**config.mk**
```make
export PLATFORM = sky130hd
export DESIGN_NAME = cngl_arith
export DESIGN_NICKNAME = d
export VERILOG_FILES = /design/src/hdl/cngl_pkg.sv /design/src/hdl/cngl_arith.sv
export SDC_FILE = /design/constraint.sdc
export NUM_CORES = 2
export LEC_CHECK = 0
export BUFFER_PORTS_ARGS = -buffer_cell sky130_fd_sc_hd__buf_4
export CAP_MARGIN = 20
export CORE_UTILIZATION = 58
export CTS_BUF_LIST = sky130_fd_sc_hd__clkbuf_2
export DETAILED_ROUTE_END_ITERATION = 8
export PLACE_DENSITY = 0.76
export SETUP_SLACK_MARGIN = 0.3
export SLEW_MARGIN = 40
export SYNTH_ARGS = -nofsm -noshare
export SYNTH_HDL_FRONTEND = slang
export SYNTH_SLANG_ARGS = --single-unit
```
**constraint.sdc**
```tcl
create_clock -name clk -period 30.7 [get_ports clk]
set_input_delay 6.14 -clock clk [delete_from_list [all_inputs] [get_ports clk]]
set_output_delay 6.14 -clock clk [all_outputs]
set_load 0.01 [all_outputs]
```
**src/hdl/cngl_pkg.sv**
```systemverilog
`default_nettype none

package cngl_pkg;

    // default grid sizes
    localparam int MAX_CN_DEF     = 15;
    localparam int GRID_STEPS_DEF = 100;
    localparam int STEP_DIV       = 100;

    // fixed point values: signed Q32.16 held within +-(2^47 - 1)
    typedef logic signed [47:0] value_t;
    typedef logic signed [48:0] wide_t;

    localparam value_t LIM    = 48'sh7FFF_FFFF_FFFF;
    localparam wide_t  LIM_W  = 49'sh0_7FFF_FFFF_FFFF;
    localparam value_t FORBID = 48'sd65470464;  // 999.0

    // input actions
    typedef enum logic [1:0] {
        ACT_WR_FIRST  = 2'd0,
        ACT_WR_SECOND = 2'd1,
        ACT_EVAL      = 2'd2,
        ACT_NONE      = 2'd3
    } action_t;

    // configuration register indexes
    typedef enum logic [2:0] {
        CFG_CN_MAX      = 3'd0,
        CFG_PSCN_MAX    = 3'd1,
        CFG_ALLELE_VAR  = 3'd2,
        CFG_TOTAL_VAR   = 3'd3,
        CFG_DEPTH_SCALE = 3'd4
    } cfg_reg_t;

    typedef struct packed {
        logic [1:0]  action;
        logic [3:0]  row_index;
        logic [3:0]  col_index;
        logic [31:0] prior_value;
        logic [6:0]  normal_step;
        logic [31:0] total_cn_measure;
        logic [31:0] total_cn_weight;
        logic [16:0] allele_fraction;
        logic [31:0] allele_weight;
    } in_item_t;

    typedef struct packed {
        logic [47:0] neg_log_lik;
        logic [3:0]  best_column;
        logic [3:0]  best_minor;
    } out_item_t;

    // arithmetic unit operations
    typedef enum logic {
        OP_DIV   = 1'b0,
        OP_GCOST = 1'b1
    } arith_op_t;

    typedef struct packed {
        logic      start;
        arith_op_t op;
        value_t    x;
        value_t    mean;
        value_t    d;
    } arith_req_t;

    typedef struct packed {
        logic   done;
        value_t value;
    } arith_rsp_t;

    // prior table write request
    typedef struct packed {
        logic        en;
        logic        second;
        logic [7:0]  addr;
        logic [31:0] data;
    } mem_wr_t;

    // normal fraction table, round(step * 65536 / 100) half up
    typedef logic [16:0] np_table_t [128];

    function automatic np_table_t make_np_table();
        np_table_t t;
        for (int i = 0; i < 128; i++) begin
            t[i] = 17'((i * 65536 + STEP_DIV / 2) / STEP_DIV);
        end
        return t;
    endfunction

    localparam np_table_t NP_TABLE = make_np_table();

    // saturate into +-(2^47 - 1)
    function automatic value_t sat(input wide_t x);
        value_t r;
        if (x > LIM_W) begin
            r = LIM;
        end else if (x < -LIM_W) begin
            r = -LIM;
        end else begin
            r = x[47:0];
        end
        return r;
    endfunction

    // magnitude as unsigned
    function automatic logic [47:0] mag(input value_t x);
        logic [47:0] r;
        r = x[47] ? 48'(-x) : 48'(x);
        return r;
    endfunction

endpackage

`default_nettype wire

```
**src/hdl/cngl_arith.sv**
```systemverilog
`default_nettype none

module cngl_arith (
    input  logic                 clk,
    input  logic                 rst_n,
    input  cngl_pkg::arith_req_t req,
    output cngl_pkg::arith_rsp_t rsp
);
    import cngl_pkg::*;

    typedef enum logic [5:0] {
        A_IDLE = 6'b000001,
        A_MUL  = 6'b000010,
        A_PREP = 6'b000100,
        A_DIV  = 6'b001000,
        A_FIX  = 6'b010000,
        A_DONE = 6'b100000
    } astate_t;

    astate_t     state_reg;
    logic [5:0]  cnt_reg;
    logic [95:0] mcand_reg;
    logic [47:0] mplier_reg;
    logic [95:0] acc_reg;
    value_t      dvd_reg;
    value_t      dvs_reg;
    logic        halve_reg;
    logic        neg_reg;
    logic [47:0] ub_reg;
    logic [47:0] rem_reg;
    logic [63:0] quo_reg;
    value_t      res_reg;

    logic [95:0] acc_next;
    logic [48:0] rem_sh;
    logic        rem_ge;
    logic [47:0] rem_next;
    logic [63:0] quo_next;
    value_t      diff;
    logic [47:0] diff_mag;
    logic [47:0] q_mag;
    value_t      q_signed;
    value_t      zero_q;

    // shift-add multiplier step
    assign acc_next = mplier_reg[0] ? acc_reg + mcand_reg : acc_reg;

    // restoring divider step
    assign rem_sh   = {rem_reg, quo_reg[63]};
    assign rem_ge   = rem_sh >= {1'b0, ub_reg};
    assign rem_next = rem_ge ? 48'(rem_sh - {1'b0, ub_reg}) : rem_sh[47:0];
    assign quo_next = {quo_reg[62:0], rem_ge};

    // difference for the squared cost
    assign diff     = sat(wide_t'(req.x) - wide_t'(req.mean));
    assign diff_mag = mag(diff);

    // quotient clamp and sign
    assign q_mag    = (quo_reg > 64'(LIM)) ? 48'(LIM) : quo_reg[47:0];
    assign q_signed = neg_reg ? -value_t'(q_mag) : value_t'(q_mag);
    assign zero_q   = dvd_reg[47] ? -LIM : LIM;

    // halve toward zero for the cost
    function automatic value_t post(input value_t q, input logic halve);
        value_t r;
        r = halve ? ((q + value_t'(q[47])) >>> 1) : q;
        return r;
    endfunction

    always_ff @(posedge clk or negedge rst_n)
    begin
        if (!rst_n)
        begin
            state_reg <= A_IDLE;
        end
        else
        begin
            unique case (state_reg)
                A_IDLE:
                begin
                    if (req.start)
                    begin
                        if (req.op == OP_GCOST)
                        begin
                            mcand_reg  <= 96'(diff_mag);
                            mplier_reg <= diff_mag;
                            acc_reg    <= '0;
                            cnt_reg    <= '0;
                            dvs_reg    <= req.d;
                            halve_reg  <= 1'b1;
                            state_reg  <= A_MUL;
                        end
                        else
                        begin
                            dvd_reg   <= req.x;
                            dvs_reg   <= req.d;
                            halve_reg <= 1'b0;
                            state_reg <= A_PREP;
                        end
                    end
                end
                A_MUL:
                begin
                    acc_reg    <= acc_next;
                    mcand_reg  <= {mcand_reg[94:0], 1'b0};
                    mplier_reg <= {1'b0, mplier_reg[47:1]};
                    cnt_reg    <= cnt_reg + 6'd1;
                    if (cnt_reg == 6'd47)
                    begin
                        dvd_reg   <= (acc_next[95:63] != '0) ? LIM : value_t'(acc_next[63:16]);
                        state_reg <= A_PREP;
                    end
                end
                A_PREP:
                begin
                    if (dvs_reg == '0)
                    begin
                        res_reg   <= post(zero_q, halve_reg);
                        state_reg <= A_DONE;
                    end
                    else
                    begin
                        neg_reg   <= dvd_reg[47] ^ dvs_reg[47];
                        ub_reg    <= mag(dvs_reg);
                        rem_reg   <= '0;
                        quo_reg   <= {mag(dvd_reg), 16'b0};
                        cnt_reg   <= '0;
                        state_reg <= A_DIV;
                    end
                end
                A_DIV:
                begin
                    rem_reg <= rem_next;
                    quo_reg <= quo_next;
                    cnt_reg <= cnt_reg + 6'd1;
                    if (cnt_reg == 6'd63)
                    begin
                        state_reg <= A_FIX;
                    end
                end
                A_FIX:
                begin
                    res_reg   <= post(q_signed, halve_reg);
                    state_reg <= A_DONE;
                end
                A_DONE:
                begin
                    state_reg <= A_IDLE;
                end
                default:
                begin
                    state_reg <= A_IDLE;
                end
            endcase
        end
    end

    assign rsp.done  = (state_reg == A_DONE);
    assign rsp.value = res_reg;

endmodule

`default_nettype wire

```
Word-level counts from Yosys, hierarchy flattened. Index checks and enable logic that the tools add are counted.

Flip-flop bits (word level): 558. Bits in latches: 0. Memory bits (writable): 0. Memory bits (read-only): 0. Bits of input ports: 148. Output and inout bits: 49. Memories: 0.

Add/sub/neg operators: 10. Multiply operators: 0. Div/mod/pow operators: 0. $lt $le $gt $ge: 4. Equal/unequal tests: 16. Shifts and indexed selects: 0. Mux-type cells: 43. Bitwise gates (word level): 2. Reductions and logical operators: 16.

Operators with widths (number): two-way mux 48 bit (18); two-way mux 96 bit (5); case mux 48 bit (2 select lines) (4); case mux 96 bit (2 select lines) (2); negation 48 bit (4); case mux 64 bit (2 select lines) (1); adder 48 x 1 -> 48 bit (2); adder 96 bit (1); greater-than comparator 64 x 47 -> 1 bit (second input constant) (1); two-way mux 64 bit (1); >= comparator 49 x 48 -> 1 bit (1); greater-than comparator 49 x 48 -> 1 bit (second input constant) (1); less-than comparator 49 x 48 -> 1 bit (second input constant) (1); subtractor 48 x 48 -> 49 bit (1); zero test 48 bit (1); subtractor 48 bit (1); two-way mux 47 bit (1); two-way mux 6 bit (7); nonzero test 33 bit (1); case mux 6 bit (5 select lines) (1); equality test 6 bit (second input constant) (3); case mux 6 bit (3 select lines) (1); inequality test 2 bit (second input constant) (8); AND reduction 3 bit (5); other kinds (15) (19).

Longest topological paths before layout.
Word-level depth: 9. Gate-level depth with buffers: 30.

Worst setup path after synthesis. No wires, ideal clock.

Path type: input port to flip-flop. Start: input req[144] (netlist bit). End: register acc_reg[16], enable pin. Library setup time: 885 ps. Arrival: 17001 ps. Required time: 29815 ps. Slack: 12814 ps. Cell stages on the path: 2. Cell sequence: o21ai_0 -> a21oi_1.

Longest elaborated chain between the ends: 2.

Ends and longest elaborated chain: start, declared (line cngl_arith.sv:6) `input cngl_pkg::arith_req_t req,`; inequality test 2 bit (no line); AND reduction 4 bit (no line); end signal, assigned (line cngl_arith.sv:104) `acc_reg <= acc_next;`; end, declared (line cngl_arith.sv:24) `logic [95:0] acc_reg;`.

No other way between the ends. A chain may end at the register's enable or synchronous reset.

Final worst setup path.
Start: input req[96] (netlist bit). End: register mplier_reg[44] (data pin).

Longest elaborated chain between the ends: 9. Elaborated cells between the ends (all ways): 10. Classes of those cells: add/sub (2); order compare (2); mux (6).

Ends and longest elaborated chain: subtractor 48 x 48 -> 49 bit * (line cngl_arith.sv:55) `assign diff = sat(wide_t'(req.x) - wide_t'(req.mean));`; less-than comparator 49 x 48 -> 1 bit (line cngl_pkg.sv:98) `end else if (x < -LIM_W) begin`; two-way mux 48 bit (line cngl_pkg.sv:98); two-way mux 48 bit * (line cngl_pkg.sv:96) `if (x > LIM_W) begin`; negation 48 bit (line cngl_pkg.sv:109) `r = x[47] ? 48'(-x) : 48'(x);`; two-way mux 48 bit * (line cngl_pkg.sv:109); two-way mux 48 bit * (line cngl_arith.sv:83) `if (req.op == OP_GCOST)`; two-way mux 48 bit * (line cngl_arith.sv:81) `if (req.start)`; case mux 48 bit (2 select lines) * (line cngl_arith.sv:78) `unique case (state_reg)`; end signal, assigned (line cngl_arith.sv:86) `mplier_reg <= diff_mag;`; end signal, assigned (line cngl_arith.sv:106) `mplier_reg <= {1'b0, mplier_reg[47:1]};`; end, declared (line cngl_arith.sv:23) `logic [47:0] mplier_reg;`.

Mark *: on every way between the ends. The rest lies on a longest branch, timed or not. The select of a mux whose other input is x is not followed.

==> reports/qor.csv <==
stage,metric,value,unit
power,net switching power of the design,1.12,mW
worst_setup_path,critical-path maximum fanout,8,
placed_design,estimated wirelength of the detail-placed design,94700,um
floorplanning,Die X-Extent,275,um
timing,# setup viols final,0,
clock_tree,"buffers from clock root to sink, at most",3,
worst_setup_path,arrival time at the worst endpoint,13.38,ns
timing,number of endpoints with negative hold slack in the final report,0,
power,fraction of power spent switching nets,0.410,
timing,worst setup skew after layout,0.122,ns
clock_tree,clock tree from TritonCTS,done,
worst_setup_path,capturing element type of the critical path,flip-flop,
clock_tree,root cell of the clock tree,clkbuf_2,
yosys,number of distinct library cells after synthesis,107,
power,Static Leakage,17.9,nW
drt,routed length per placed instance,21.1,um
timing,RSZ-0062 raised after global routing,no,
floorplanning,number of core rows,99,
timing,portion of the clock cycle consumed by the worst path in the final layout,0.401,
drt,number of vias in the routed layout,38900,
floorplanning,ports placed on the boundary,197,
clock_tree,Worst-Skew Late Latency,1.36,ns
timing,worst slew pin tran,0.924,ns
yosys,Avg Synthesized Cell Area,8.92,sq um
yosys,most instantiated flip-flop cell in the synthesis netlist,edfxtp_1,
yosys,dominant cells by area after synthesis,"edfxtp_1 38%, ha_1 6.3%, a21oi_1 4.8%",
timing,min cycle time layout,12.31,ns
drt,post-DR vias/cell,6.41,
timing,maximum clock frequency,81.2,MHz
clock_tree,number of buffers added to fix hold violations after cts,0,
worst_setup_path,sort of element at the start of the critical path,primary input,
yosys,fraction of the yosys area taken by sequential cells,0.387,
outcome,status,"finished, violations left",
layout,Final Net Count,5359,
outcome,failing checks,design-rule violations,
placed_design,final weighted congestion of routability-driven global placement,1.00,
worst_setup_path,endpoint required time on the critical path,31.77,ns
yosys,most area-hungry cell type in the Yosys netlist,edfxtp_1,
yosys,synthesized net count,5213,
power,clock network power share,0.207,
layout,"most common cell after layout, fill and taps aside",edfxtp_1,
placed_design,number of buffers inserted by port buffering,196,
floorplanning,Initial Util,0.589,
power,combinational cell fraction of total power,0.411,
global_routing,global-route wire length before repair,200000,um
drt,total iterations of the first detailed-routing run,8,
yosys,Mapped Cells,4845,
flow_run,number of violations of the max-capacitance limit,0,
clock_tree,Clock Pin Slew Worst Setup and Hold Paths,0.11,ns
layout,"top library cells by usage in the layout, fill and taps aside","552 x edfxtp_1, 517 x nor2_1, 424 x nand2_1, 414 x a21oi_1, 266 x o21ai_0",
power,Internal Power,1.61,mW
drt,DRC violations left,12,
global_routing,GR Util All Layers,0.337,
clock_tree,post-cts sizing count,0,
worst_setup_path,worst setup path category,in2reg,
global_routing,pin count of the biggest net entering global routing,125,
global_routing,antenna violations before repair,4,
floorplanning,Die Outline Area,75600,sq um
power,Max rail drop VDD,0.0393,mV
timing,Sum Neg Setup Slack,0,ns
global_routing,number of global-route vias before repair,37100,
yosys,Yosys Warn Count,0,
hold_path,classification of the worst-slack hold path,reg2reg,
yosys,Async SR Flop Fraction,0.0108,
clock_tree,H-Tree Level Count,4,
timing,worst slew slack as a fraction of its limit,0.384,
yosys,share of the synthesized area in the top cell type,0.384,
clock_tree,cts bufs inserted,151,
clock_tree,total setup buffers inserted after CTS,0,
drt,Total Wirelength,128000,um
yosys,cell area after synthesis,43200,sq um
layout,share of cells above drive strength 1,0.115,
power,sequential share of power,0.383,
global_routing,overall overflow remaining after global route,0,
drt,number of nets with antenna violations after detailed routing,0,
clock_tree,sink count of the clock tree,558,
drt,DRT iter0 DRCs,3842,
yosys,Seq cells post-synth,558,
power,power per cell area,58.2,nW/um^2
timing,count of pins over their slew limit,0,
floorplanning,height of the die,275,um
power,post-route total power,2.73,mW
floorplanning,area of the placeable core,73300,sq um
layout,area added between synthesis and finish,8.67,%
yosys,Post-synth EDFFs,552,
critical path, cell delays in order:
cell and delay [ns]:
buf_4 0.10, inv_1 0.11, ha_1 0.19, inv_1 0.06
fa_1 0.42, a211oi_1 0.36, o21bai_1 0.20, a31oi_1 0.45
o21bai_1 0.21, a2111oi_0 0.44, a31oi_1 0.22, or4_1 0.61
nor4_1 0.33, and4b_1 0.34, a21oi_1 0.26, o21ai_0 0.20
ha_1 0.34, nand2_1 0.07, or4_1 0.48, nor2_1 0.15
o21ai_1 0.21, a211oi_1 0.45, nor2b_1 0.51, a31o_2 0.25
a221oi_1 0.09, a21o_1 0.18
metrics by stage:
step | worst slack [ns] | hold WS, ns | cell area, sq um | std cells | utilization
after floorplan | 12.81 | 0.451 | 43200 | 4845 | -
after global placement | 17.71 | 0.497 | 45400 | 5794 | 0.619
after detailed placement | 17.34 | 0.503 | 45400 | 5796 | 0.620
after CTS | 18.74 | 0.472 | 46900 | 6063 | 0.639
after global routing | 17.93 | 0.461 | 46900 | 6066 | 0.640
final | 18.39 | 0.456 | 47000 | 6070 | 0.640
routing by layer:
metal | part of all wire | global-route usage | vias up
li1 | - | - | 18500
met1 | 0.40 | 0.425 | 18400
met2 | 0.46 | 0.546 | 1572
met3 | 0.071 | 0.0548 | 396
met4 | 0.060 | 0.196 | 4
met5 | 0.00021 | 0 | -
kinds of logic (layout without fill, tap and decap cells):
kind of cell               Yosys count  count (layout)  share of synthesized area
adders and majority gates          227             227                     0.0659
muxes                              138             138                     0.0322
other                                1               7                  0.0000868
AOI/OAI and AO/OA                 1448            1448                      0.218
and+or+nand+nor                   1738            1738                      0.197
xor gates and xnor gates           313             313                     0.0635
DFF                                558             558                      0.387
buffers and inverters              422             682                     0.0369
final cells by class:
cell class,instances,area (sq um)
tap,959,1200
multi-input combinational,3865,25100
clock buffer,218,1090
antenna,6,15.0
sequential,558,16700
timing repair buffer,244,1870
fill,6425,26400
inverter,171,642
clock inverter,49,349
power groups by stage:
stage               Sequential [mW]  Clock [mW]  Combinational, mW
floorplan                      1.07           0              0.810
global placement               1.06           0               1.07
detailed placement             1.06           0               1.10
CTS                            1.05       0.577               1.10
global route                   1.05       0.610               1.23
finish                         1.05       0.565               1.12
Yosys cell counts (all sizes together) (62+ instances only):
cell type / instances
edfxtp: 552
nor3: 120
a21o: 169
xnor2: 199
a21oi: 420
nand3: 114
o21ai: 325
nand4: 88
clkbuf: 224
or3: 62
nand2: 425
xor2: 114
inv: 168
nor2: 519
ha: 217
and2: 95
mux2i: 131
worst paths after layout:
| check | start | to | slack, ns | cells after the start |
|---|---|---|---|---|
| min in group asynchronous | rst_n | state_reg[4] | 4.59 | 1 |
| max reg2reg | quo_reg[63] | res_reg[47] | 22.57 | 25 |
| min | mplier_reg[23] | mplier_reg[22] | 0.46 | 1 |
| max | req[96] | mplier_reg[44] | 18.39 | 26 |
| min reg2reg | mplier_reg[23] | mplier_reg[22] | 0.46 | 1 |
| max in group asynchronous | rst_n | state_reg[0] | 25.87 | 1 |
No activity file was read; power rests on OpenSTA's default activity.
